[config.mk]
export PLATFORM = sky130hd
export DESIGN_NAME = battery_maintenance_cycle_sequencer_top_flat
export DESIGN_NICKNAME = d
export VERILOG_FILES = /design/src/design/bmcs_pkg.sv /design/src/design/bmcs_in_if.sv /design/src/design/bmcs_out_if.sv /design/src/design/bmcs_step.sv /design/src/design/battery_maintenance_cycle_sequencer_top.sv /design/src/flat_wrapper.sv
export SDC_FILE = /design/constraint.sdc
export NUM_CORES = 1
export LEC_CHECK = 0
export BUFFER_PORTS_ARGS = -buffer_cell sky130_fd_sc_hd__buf_2
export CAP_MARGIN = 30
export CELL_PAD_IN_SITES_DETAIL_PLACEMENT = 1
export CELL_PAD_IN_SITES_GLOBAL_PLACEMENT = 1
export CORE_UTILIZATION = 42
export DETAILED_ROUTE_END_ITERATION = 8
export PLACE_DENSITY_LB_ADDON = 0.1
export SLEW_MARGIN = 40
export SYNTH_ARGS = -nofsm -noshare
export SYNTH_HDL_FRONTEND = slang
export SYNTH_HIERARCHICAL = 1
export SYNTH_SLANG_ARGS = --single-unit
[constraint.sdc]
create_clock -name clk -period 2.33 [get_ports clk]
set_input_delay 0.3495 -clock clk [delete_from_list [all_inputs] [get_ports clk]]
set_output_delay 0.3495 -clock clk [all_outputs]
set_load 0.01 [all_outputs]
[src/design/bmcs_pkg.sv]
// ============================================================================
// bmcs_pkg
// Shared types and constants of the battery maintenance cycle sequencer.
// ============================================================================
package bmcs_pkg;

    localparam int LEVEL_W     = 7;
    localparam int PHASE_W     = 4;
    localparam int REPORT_W    = 2;
    localparam int CFG_INDEX_W = 1;
    localparam int CFG_DATA_W  = LEVEL_W;

    localparam logic [LEVEL_W-1:0] HIGH_LEVEL_RESET   = 7'd80;
    localparam logic [LEVEL_W-1:0] LOW_LEVEL_RESET    = 7'd10;
    localparam logic [LEVEL_W-1:0] RUNTIME_READ_LEVEL = 7'd79;

    // register indexes of the configuration port
    localparam logic [CFG_INDEX_W-1:0] CFG_HIGH_LEVEL = 1'b0;
    localparam logic [CFG_INDEX_W-1:0] CFG_LOW_LEVEL  = 1'b1;

    // report event codes
    localparam logic [REPORT_W-1:0] REPORT_NONE   = 2'd0;
    localparam logic [REPORT_W-1:0] REPORT_FIRST  = 2'd1;
    localparam logic [REPORT_W-1:0] REPORT_MIDDLE = 2'd2;
    localparam logic [REPORT_W-1:0] REPORT_FINAL  = 2'd3;

    // phase numbers as shown on phase_now
    localparam logic [PHASE_W-1:0] PHASE_CODE_IDLE           = 4'd0;
    localparam logic [PHASE_W-1:0] PHASE_CODE_START          = 4'd1;
    localparam logic [PHASE_W-1:0] PHASE_CODE_HOLD_HIGH      = 4'd2;
    localparam logic [PHASE_W-1:0] PHASE_CODE_CHARGE_UP      = 4'd3;
    localparam logic [PHASE_W-1:0] PHASE_CODE_DISCHARGE_DOWN = 4'd4;
    localparam logic [PHASE_W-1:0] PHASE_CODE_DISCHARGE_LOW  = 4'd5;
    localparam logic [PHASE_W-1:0] PHASE_CODE_HOLD_LOW       = 4'd6;
    localparam logic [PHASE_W-1:0] PHASE_CODE_RECHARGE       = 4'd7;
    localparam logic [PHASE_W-1:0] PHASE_CODE_HOLD_FINAL     = 4'd8;

    typedef enum logic [8:0] {
        PH_IDLE           = 9'b000000001,
        PH_START          = 9'b000000010,
        PH_HOLD_HIGH      = 9'b000000100,
        PH_CHARGE_UP      = 9'b000001000,
        PH_DISCHARGE_DOWN = 9'b000010000,
        PH_DISCHARGE_LOW  = 9'b000100000,
        PH_HOLD_LOW       = 9'b001000000,
        PH_RECHARGE       = 9'b010000000,
        PH_HOLD_FINAL     = 9'b100000000
    } phase_t;

    typedef struct packed {
        logic               maintenance_request;
        logic               autotest_request;
        logic [LEVEL_W-1:0] charge_level;
        logic               wait_expired;
    } poll_t;

    typedef struct packed {
        logic                charge_on;
        logic                discharge_on;
        logic                timer_run;
        logic                timer_clear;
        logic [REPORT_W-1:0] report_event;
        logic                param_check;
        logic                runtime_read;
        logic                runtime_end_read;
        logic                cycle_done;
        logic [PHASE_W-1:0]  phase_now;
    } result_t;

    typedef struct packed {
        phase_t phase;
        logic   phase_entered;
        logic   charge_drive;
        logic   discharge_drive;
        logic   timer_enable;
        logic   params_checked;
        logic   runtime_armed;
    } seq_state_t;

    function automatic logic [PHASE_W-1:0] phase_code(input phase_t ph);
        logic [PHASE_W-1:0] code;
        case (ph)
            PH_IDLE:           code = PHASE_CODE_IDLE;
            PH_START:          code = PHASE_CODE_START;
            PH_HOLD_HIGH:      code = PHASE_CODE_HOLD_HIGH;
            PH_CHARGE_UP:      code = PHASE_CODE_CHARGE_UP;
            PH_DISCHARGE_DOWN: code = PHASE_CODE_DISCHARGE_DOWN;
            PH_DISCHARGE_LOW:  code = PHASE_CODE_DISCHARGE_LOW;
            PH_HOLD_LOW:       code = PHASE_CODE_HOLD_LOW;
            PH_RECHARGE:       code = PHASE_CODE_RECHARGE;
            PH_HOLD_FINAL:     code = PHASE_CODE_HOLD_FINAL;
            default:           code = PHASE_CODE_IDLE;
        endcase
        return code;
    endfunction

endpackage

[src/design/bmcs_in_if.sv]
// ============================================================================
// bmcs_in_if
// Valid/ready channel that carries one poll per beat.
// ============================================================================
interface bmcs_in_if
    import bmcs_pkg::*;
();
    logic  valid;
    logic  ready;
    poll_t data;

    modport source (output valid, output data, input ready);
    modport sink   (input valid, input data, output ready);
endinterface

[src/design/bmcs_out_if.sv]
// ============================================================================
// bmcs_out_if
// Valid/ready channel that carries one sequencer result per beat.
// ============================================================================
interface bmcs_out_if
    import bmcs_pkg::*;
();
    logic    valid;
    logic    ready;
    result_t data;

    modport source (output valid, output data, input ready);
    modport sink   (input valid, input data, output ready);
endinterface

[src/design/bmcs_step.sv]
// ============================================================================
// bmcs_step
// Next-state and result logic for one poll of the maintenance sequence.
// ============================================================================
module bmcs_step
    import bmcs_pkg::*;
(
    input  seq_state_t         st,
    input  poll_t              item,
    input  logic [LEVEL_W-1:0] high_level,
    input  logic [LEVEL_W-1:0] low_level,
    output seq_state_t         st_next,
    output result_t            res
);

    logic                clear;
    logic [REPORT_W-1:0] report;
    logic                pcheck;
    logic                rt_read;
    logic                rt_end;
    logic                done;
    phase_t              ph;

    always_comb
    begin
        st_next = st;
        clear   = 1'b0;
        report  = REPORT_NONE;
        pcheck  = 1'b0;
        rt_read = 1'b0;
        rt_end  = 1'b0;
        done    = 1'b0;
        ph      = (st.phase == PH_IDLE) ? PH_START : st.phase;

        if (item.maintenance_request)
        begin
            if (st.phase == PH_IDLE)
            begin
                st_next.charge_drive    = 1'b0;
                st_next.discharge_drive = 1'b0;
            end
            if (item.autotest_request)
            begin
                if (!st.params_checked)
                begin
                    st_next.params_checked = 1'b1;
                    pcheck                 = 1'b1;
                end
                st_next.phase = ph;
                case (ph)
                    PH_START:
                    begin
                        if (item.charge_level == high_level)
                            st_next.phase = PH_HOLD_HIGH;
                        else if (item.charge_level < high_level)
                            st_next.phase = PH_CHARGE_UP;
                        else
                            st_next.phase = PH_DISCHARGE_DOWN;
                    end
                    PH_HOLD_HIGH:
                    begin
                        if (!st.phase_entered)
                        begin
                            st_next.charge_drive    = 1'b0;
                            st_next.discharge_drive = 1'b0;
                            st_next.timer_enable    = 1'b1;
                            st_next.phase_entered   = 1'b1;
                        end
                        else if (item.wait_expired)
                        begin
                            report                = REPORT_FIRST;
                            st_next.phase         = PH_DISCHARGE_LOW;
                            st_next.phase_entered = 1'b0;
                        end
                    end
                    PH_CHARGE_UP, PH_DISCHARGE_DOWN:
                    begin
                        if (!st.phase_entered)
                        begin
                            st_next.charge_drive    = (ph == PH_CHARGE_UP);
                            st_next.discharge_drive = (ph == PH_DISCHARGE_DOWN);
                            st_next.phase_entered   = 1'b1;
                        end
                        else if (item.charge_level == high_level)
                        begin
                            st_next.phase         = PH_HOLD_HIGH;
                            st_next.phase_entered = 1'b0;
                        end
                    end
                    PH_DISCHARGE_LOW:
                    begin
                        if (!st.phase_entered)
                        begin
                            st_next.charge_drive    = 1'b0;
                            st_next.discharge_drive = 1'b1;
                            st_next.timer_enable    = 1'b0;
                            clear                   = 1'b1;
                            st_next.phase_entered   = 1'b1;
                        end
                        else
                        begin
                            // one-shot run-time read on the way down
                            if (item.charge_level == RUNTIME_READ_LEVEL && st.runtime_armed)
                            begin
                                rt_read               = 1'b1;
                                st_next.runtime_armed = 1'b0;
                            end
                            if (item.charge_level == low_level)
                            begin
                                st_next.phase         = PH_HOLD_LOW;
                                st_next.phase_entered = 1'b0;
                            end
                        end
                    end
                    PH_HOLD_LOW:
                    begin
                        if (!st.phase_entered)
                        begin
                            st_next.charge_drive    = 1'b0;
                            st_next.discharge_drive = 1'b0;
                            st_next.timer_enable    = 1'b1;
                            rt_end                  = 1'b1;
                            st_next.phase_entered   = 1'b1;
                        end
                        else if (item.wait_expired)
                        begin
                            report                = REPORT_MIDDLE;
                            st_next.phase         = PH_RECHARGE;
                            st_next.phase_entered = 1'b0;
                        end
                    end
                    PH_RECHARGE:
                    begin
                        if (!st.phase_entered)
                        begin
                            st_next.charge_drive    = 1'b1;
                            st_next.discharge_drive = 1'b0;
                            st_next.timer_enable    = 1'b0;
                            clear                   = 1'b1;
                            st_next.phase_entered   = 1'b1;
                        end
                        else if (item.charge_level == high_level)
                        begin
                            st_next.phase         = PH_HOLD_FINAL;
                            st_next.phase_entered = 1'b0;
                        end
                    end
                    PH_HOLD_FINAL:
                    begin
                        if (!st.phase_entered)
                        begin
                            st_next.charge_drive    = 1'b0;
                            st_next.discharge_drive = 1'b0;
                            st_next.timer_enable    = 1'b1;
                            st_next.phase_entered   = 1'b1;
                        end
                        else if (item.wait_expired)
                        begin
                            report                 = REPORT_FINAL;
                            st_next.phase_entered  = 1'b0;
                            st_next.timer_enable   = 1'b0;
                            clear                  = 1'b1;
                            st_next.params_checked = 1'b0;
                            st_next.runtime_armed  = 1'b1;
                            done                   = 1'b1;
                            st_next.phase          = PH_IDLE;
                        end
                    end
                    default:
                    begin
                        st_next.phase         = PH_IDLE;
                        st_next.phase_entered = 1'b0;
                    end
                endcase
            end
        end

        res.charge_on        = st_next.charge_drive;
        res.discharge_on     = st_next.discharge_drive;
        res.timer_run        = st_next.timer_enable;
        res.timer_clear      = clear;
        res.report_event     = report;
        res.param_check      = pcheck;
        res.runtime_read     = rt_read;
        res.runtime_end_read = rt_end;
        res.cycle_done       = done;
        res.phase_now        = phase_code(st_next.phase);
    end

endmodule

[src/design/battery_maintenance_cycle_sequencer_top.sv]
// an accepted poll goes to the poll register, its result to the result register
// throughput: one poll per clock cycle while the result side keeps taking beats
// the poll register and the result register let a new poll in while a result waits
// reset clears the sequence state to idle with the run-time read armed,
// and sets high_level to 80 and low_level to 10
// ============================================================================
// battery_maintenance_cycle_sequencer_top
// Battery test sequencer: one poll in, one result out, with level registers.
// ============================================================================
module battery_maintenance_cycle_sequencer_top
    import bmcs_pkg::*;
(
    input  logic                   clk,
    input  logic                   rst_n,
    bmcs_in_if.sink                poll,
    bmcs_out_if.source             result,
    input  logic                   cfg_we,
    input  logic [CFG_INDEX_W-1:0] cfg_index,
    input  logic [CFG_DATA_W-1:0]  cfg_data
);

    logic               in_valid_reg;
    logic               in_valid_next;
    poll_t              in_data_reg;
    logic               out_valid_reg;
    logic               out_valid_next;
    result_t            out_data_reg;
    seq_state_t         state_reg;
    seq_state_t         state_next;
    result_t            step_res;
    logic [LEVEL_W-1:0] high_level_reg;
    logic [LEVEL_W-1:0] low_level_reg;
    logic               advance;
    logic               poll_beat;

    assign advance      = in_valid_reg && (!out_valid_reg || result.ready);
    assign poll.ready   = !in_valid_reg || advance;
    assign poll_beat    = poll.valid && poll.ready;
    assign result.valid = out_valid_reg;
    assign result.data  = out_data_reg;

    always_comb
    begin
        in_valid_next = in_valid_reg;
        if (poll_beat)
            in_valid_next = 1'b1;
        else if (advance)
            in_valid_next = 1'b0;

        out_valid_next = out_valid_reg;
        if (advance)
            out_valid_next = 1'b1;
        else if (result.ready)
            out_valid_next = 1'b0;
    end

    bmcs_step u_step (
        .st         (state_reg),
        .item       (in_data_reg),
        .high_level (high_level_reg),
        .low_level  (low_level_reg),
        .st_next    (state_next),
        .res        (step_res)
    );

    always_ff @(posedge clk or negedge rst_n)
    begin
        if (!rst_n)
        begin
            in_valid_reg              <= 1'b0;
            out_valid_reg             <= 1'b0;
            state_reg.phase           <= PH_IDLE;
            state_reg.phase_entered   <= 1'b0;
            state_reg.charge_drive    <= 1'b0;
            state_reg.discharge_drive <= 1'b0;
            state_reg.timer_enable    <= 1'b0;
            state_reg.params_checked  <= 1'b0;
            state_reg.runtime_armed   <= 1'b1;
            high_level_reg            <= HIGH_LEVEL_RESET;
            low_level_reg             <= LOW_LEVEL_RESET;
        end
        else
        begin
            in_valid_reg  <= in_valid_next;
            out_valid_reg <= out_valid_next;
            if (advance)
                state_reg <= state_next;
            if (cfg_we)
            begin
                case (cfg_index)
                    CFG_HIGH_LEVEL: high_level_reg <= cfg_data;
                    CFG_LOW_LEVEL:  low_level_reg  <= cfg_data;
                    default:        ;
                endcase
            end
        end
    end

    // payload registers
    always_ff @(posedge clk)
    begin
        if (poll_beat)
            in_data_reg <= poll.data;
        if (advance)
            out_data_reg <= step_res;
    end

endmodule

[src/flat_wrapper.sv]
// flat-port wrapper written by rule: the top's interface ports become plain ports
module battery_maintenance_cycle_sequencer_top_flat import bmcs_pkg::*;
  (clk, rst_n, cfg_we, cfg_index, cfg_data, poll_valid, poll_data, poll_ready, result_valid, result_data, result_ready);
  bmcs_in_if poll_i ();
  bmcs_out_if result_i ();
  input  logic clk;
  input  logic rst_n;
  input  logic cfg_we;
  input  logic [CFG_INDEX_W-1:0] cfg_index;
  input  logic [CFG_DATA_W-1:0] cfg_data;
  input wire logic [$bits(poll_i.valid)-1:0] poll_valid;
  input wire logic [$bits(poll_i.data)-1:0] poll_data;
  output wire logic [$bits(poll_i.ready)-1:0] poll_ready;
  output wire logic [$bits(result_i.valid)-1:0] result_valid;
  output wire logic [$bits(result_i.data)-1:0] result_data;
  input wire logic [$bits(result_i.ready)-1:0] result_ready;
  assign poll_i.valid = poll_valid;
  assign poll_i.data = poll_data;
  assign poll_ready = poll_i.ready;
  assign result_valid = result_i.valid;
  assign result_data = result_i.data;
  assign result_i.ready = result_ready;
  battery_maintenance_cycle_sequencer_top u_core (.clk(clk), .rst_n(rst_n), .poll(poll_i), .result(result_i), .cfg_we(cfg_we), .cfg_index(cfg_index), .cfg_data(cfg_data));
endmodule
# ---- After elaboration in Yosys (flattened, before gate mapping)
# Index checks and enable logic that the tools add are counted.
dict set report op_classes {
  bitwise_logic 2
  muxes 58
  eq_ne 24
  n_reduce_logical 22
  order_cmp 1
}
# operator n
set ops {}
lappend ops {{two-way mux 9 bit} 7}
lappend ops {{one-hot mux 9 bit (7 select lines)} 1}
lappend ops {{two-way mux 10 bit} 6}
lappend ops {{one-hot mux 4 bit (8 select lines)} 1}
lappend ops {{two-way mux 15 bit} 2}
lappend ops {{two-way mux 1 bit} 21}
lappend ops {{equality test 9 x 2 -> 1 bit (second input constant)} 2}
lappend ops {{equality test 9 x 3 -> 1 bit (second input constant)} 2}
lappend ops {{equality test 9 x 4 -> 1 bit (second input constant)} 2}
lappend ops {{equality test 9 x 5 -> 1 bit (second input constant)} 2}
lappend ops {{equality test 9 x 6 -> 1 bit (second input constant)} 2}
lappend ops {{equality test 9 x 7 -> 1 bit (second input constant)} 2}
lappend ops {{equality test 9 x 8 -> 1 bit (second input constant)} 2}
lappend ops {{equality test 9 bit (second input constant)} 2}
lappend ops {{two-way mux 2 bit} 8}
lappend ops {{equality test 7 bit} 2}
lappend ops {{two-way mux 3 bit} 4}
lappend ops {{two-way mux 5 bit} 2}
lappend ops {{one-hot mux 2 bit (5 select lines)} 1}
lappend ops {{equality test 9 x 1 -> 1 bit (second input constant)} 1}
lappend ops {{AND reduction 3 bit} 3}
lappend ops {{AND reduction 4 bit} 2}
lappend ops {{AND reduction 8 bit} 1}
lappend ops {{equality test 7 bit (second input constant)} 1}
lappend ops {{other kinds (14)} 28}
dict set report totals {
  out_inout_bits 16
  reg_bits 55
  wordCells 132
}

# ---- Logic depth before layout (Yosys ltp)
dict set report depth {
  depth_word 9
  mapped_depth 10
  mapped_depth_nobuf 10
}

# ---- Hierarchy
# Netlist, hierarchy kept.
# mod instances area_per_inst_um2 cells_each
set by_module_without_submodules {}
lappend by_module_without_submodules {battery_maintenance_cycle_sequencer_top 1 1955.6 95}
lappend by_module_without_submodules {bmcs_step 1 1219.9 195}

# ---- Worst setup path before layout
# No wires, ideal clock.
dict set report synth_path {
  kind {register -> register}
  start {register u_core/state_reg[9] in the netlist's numbering}
  end {register u_core.out_data_reg, in the netlist u_core/result.data[0] (data pin)}
  arrival_time_ps 2292
  stages_incl_launch_ff 10
  required_time_ps 2066
  slack_ps -226
  setup_ps 264
  n_path_buf 1
  path_cell_list {dfrtp_1 > buf_6 > or4_4 > or4_4 > nor3_1 > a211oi_1 > a31oi_1 > nor2_1 > nand4_1 > o32ai_2}
}
# item line_no
set synth_rtl {}
lappend synth_rtl {{start, declared} battery_maintenance_cycle_sequencer_top.sv:28} ;# seq_state_t state_reg;
lappend synth_rtl {{start signal, assigned} battery_maintenance_cycle_sequencer_top.sv:87} ;# state_reg <= state_next;
lappend synth_rtl {{end signal, assigned} battery_maintenance_cycle_sequencer_top.sv:105} ;# out_data_reg <= step_res;
lappend synth_rtl {{end, declared} battery_maintenance_cycle_sequencer_top.sv:27} ;# result_t out_data_reg;

==> impl_metrics.toml <==
[run_status]
violations = "negative setup slack"
status = "finished with violations"

[sta]
final-max-slew-violation-count = 0
hold_viol_final = 0
tightestPinTransition_ns = 0.608
rsz0062_at_grt = "true"
layout_min_cycle_time_ns = 2.71
slew_headroom_pct = 59.1
max_clock_freq_ghz = 0.370
fin_ws_ns = -0.376
finalSetupViolations = 12
clock_skew_ns = 0.00928
period_share_pct = 116

[final_layout]
drive_gt1_share_pct = 53.0
multiInputGateArea_um2 = 1750
largest_reg_flops = 15
fillCellCount = 808
register_area_um2 = 1510
final_nets = 416
final_cells = 486
area_growth_pct = 35.0
n_antenna_cell = 0
post-route-util_pct = 58.8

[yosys]
syn-num-nets = 320
ys_warn_count = 6
synthFlopType = "dfrtp_1"
ys_types = 55
synthCells = 290
syn_area_um2 = 3180
yosysSeqAreaShare_pct = 47.4
synth_top_cell_area_share_pct = 22.7
async_flop_share_pct = 56.4
synth-edff-count = 24
ys_seq_elements = 55
synth.area.top_cells = "edfxtp_1 (23%), dfrtp_1 (20%), mux2_2 (7.1%), dfstp_2 (5.0%), mux2_4 (4.3%)"
syn_avg_cell_area_um2 = 11.0
yosys.area.top_type = "edfxtp_1"

[global_route]
antenna_found_initial = 0
grt_max_degree = 32
first_global_vias = 2661
grt_overflow = 0
grt_usage_pct = 22.8
grt_pass1_wl_mm = 13.2
grtUsageMet3_pct = 3.88
grt_use_met1_pct = 26.7
use_met2_pct = 41.7
top_usage_layer = "met2"

[route]
vias = 2648
vias_per_cell = 5.45
first_pass_iters = 4
totalWireLength_mm = 9.03
ant_nets = 0
wl_per_cell_um = 18.6
drc = 0
drtIter0Drc = 148

[setup_path]
cp_max_fo = 6
r2r-end = "u_core/result.data[2]"
crit_required_ns = 2.39
cp.arrival_ns = 2.77
ff2ff_path_depth = 9
crit_family = "simple AND/OR/NAND/NOR gates"
cpMostUsedCell = "nor4_1"
rrSetupSlack_ns = -0.38
slowest_stage = "nor4_1"
crit_cells = 9
cp-end-kind = "flip-flop"
cp-startpoint = "u_core/state_reg[14]"
start_kind = "flip-flop"
path_class = "reg -> reg"
cp_slowest_stage_delay_ns = 0.56
crit_path_end = "u_core/result.data[2]"
crit_buf_inv = 2
path_cells = "buf_6, buf_4, nor4_1, nand4b_1, nor4_1, a221o_1, nor2b_1, o21ai_0, a21oi_2"
rr_startpoint = "u_core/state_reg[14]"

[floorplan]
core_area_um2 = 7290
die_x_um = 89.0
die_h_um = 89.0
dieArea_um2 = 7910
pin_count = 39
num_rows = 31
start_util_pct = 43.5

[power]
p_per_area_nw_per_um2 = 760
leakage_uw = 0.00186
max-vdd-ir-drop_mv = 0.330

[cts]
h-tree-depth = 2
cts_sinks = 55
clk_path_buf_depth = 2
cts_root_buf = "clkbuf_8"
cts_tree = "built"
clkTransAtPathRegs_ns = 0.10
cts_made_buffers = 5
clock_latency_ns = 0.31

[placed_design]
dp_cells = 466
port_buffers = 38
place_hpwl_mm = 6.40
gp_congestion = 0.923

[hold_path]
hold_path.class = "in -> reg"

[flow_run]
drv_cap = 0
## kinds of logic after synthesis
kind of cell | after synthesis | share of synthesized area, %
buffers and inverters | 38 | 6.42
muxes | 29 | 11.3
adders and majority gates | 7 | 2.76
AOI/OAI and AO/OA | 43 | 9.34
and+or+nand+nor | 101 | 18.1
DFF | 55 | 47.4
xor gates and xnor gates | 17 | 4.69
## worst min path at each step
stage / startpoint / endpoint / slack [ns] / depth (start not counted)
floorplan: rst_n / u_core/high_level_reg[0] / 0.05 / 0
global placement: rst_n / u_core/state_reg[4] / 0.47 / 1
detailed placement: rst_n / u_core/state_reg[4] / 0.47 / 1
CTS: rst_n / u_core/low_level_reg[0] / 0.12 / 1
global route: poll_data[2] / u_core/in_data_reg[2] / 0.18 / 1
finish: poll_data[8] / u_core/in_data_reg[8] / 0.20 / 1
## Yosys cell counts, types with 2 or more instances
cell type,number
and4_1,2
clkbuf_1,5
xor2_1,4
nand3b_1,3
mux2_4,9
a21oi_1,10
dfstp_2,6
buf_2,6
nor2b_1,4
inv_1,17
edfxtp_1,24
a31oi_1,4
dfrtp_1,25
nand4b_1,3
or4_4,3
nand3_1,3
nand2b_1,3
ha_1,7
nor3_1,8
and2_1,3
buf_4,8
nand4_1,8
mux2_2,20
a211oi_1,2
nand2_1,18
nor2_1,23
o21ai_0,12
xnor2_1,13
or3_1,3
o41ai_1,3
nor4_1,7
## metal layers
layer,up-vias,part of all wire (%)
met5,-,0
met4,0,2.4
met3,16,3.1
met2,70,53
met1,1332,41
li1,1230,-
## worst reg2reg max path, cell delays in order (launching register included)
cell	delay [ns]
dfrtp_1	0.42
buf_6	0.15
buf_4	0.12
nor4_1	0.56
nand4b_1	0.24
nor4_1	0.22
a221o_1	0.32
nor2b_1	0.12
o21ai_0	0.22
a21oi_2	0.09
## placed cells by master, fill, tap and decap left out, types with 4 or more instances in the layout
cell,netlist,routed
nor3_1,8,6
or4_4,3,4
nor2_1,23,17
edfxtp_1,24,24
ha_1,7,5
inv_1,17,15
mux2_4,9,11
buf_4,8,69
nand2_1,18,16
o21ai_0,12,9
nand4_1,8,8
dfrtp_1,25,23
xor2_1,4,4
nor4_1,7,5
xnor2_1,13,13
mux2_2,20,18
dfstp_2,6,6
nor2b_1,4,4
nor2_2,0,5
buf_2,6,37
a21oi_1,10,4
a21oi_2,0,6
clkbuf_8,0,5
## final cells by class
type	count	share of cell area [%]
multi-input cells	197	40.9
clock buffers	5	1.61
flip-flops and latches	55	35.1
inverters	17	1.49
repair buffers	110	17.4
well taps	99	2.89
clock inverters	3	0.525
## where the power goes
group | total (uW) | internal, uW | switching, uW
logic | 1440 | 689 | 754
registers | 1270 | 1170 | 107
clock network | 542 | 216 | 326
total | 3260 | 2070 | 1190
## per-stage QoR
step / worst slack [ns] / hold WS [ns] / power, uW / setup TNS (ns) / area [um2]
finish: -0.376 / 0.203 / 3260 / -1.71 / 4290
floorplan: -0.148 / 0.0539 / 1960 / -0.419 / 3230
global route: -0.478 / 0.181 / 3430 / -2.63 / 4290
CTS: -0.274 / 0.117 / 3050 / -1.06 / 4030
detailed placement: -0.354 / 0.467 / 2410 / -1.67 / 3840
global placement: -0.295 / 0.468 / 2380 / -1.31 / 3840
## repair_timing
action	in CTS	in global routing
endpoints found under the hold margin	0	20
hold buffers	0	1
pin swaps	2	9
setup buffers	3	9
gates resized for setup	16	36
endpoints found under the setup margin	12	16
Power figures use the tool's default switching activity.
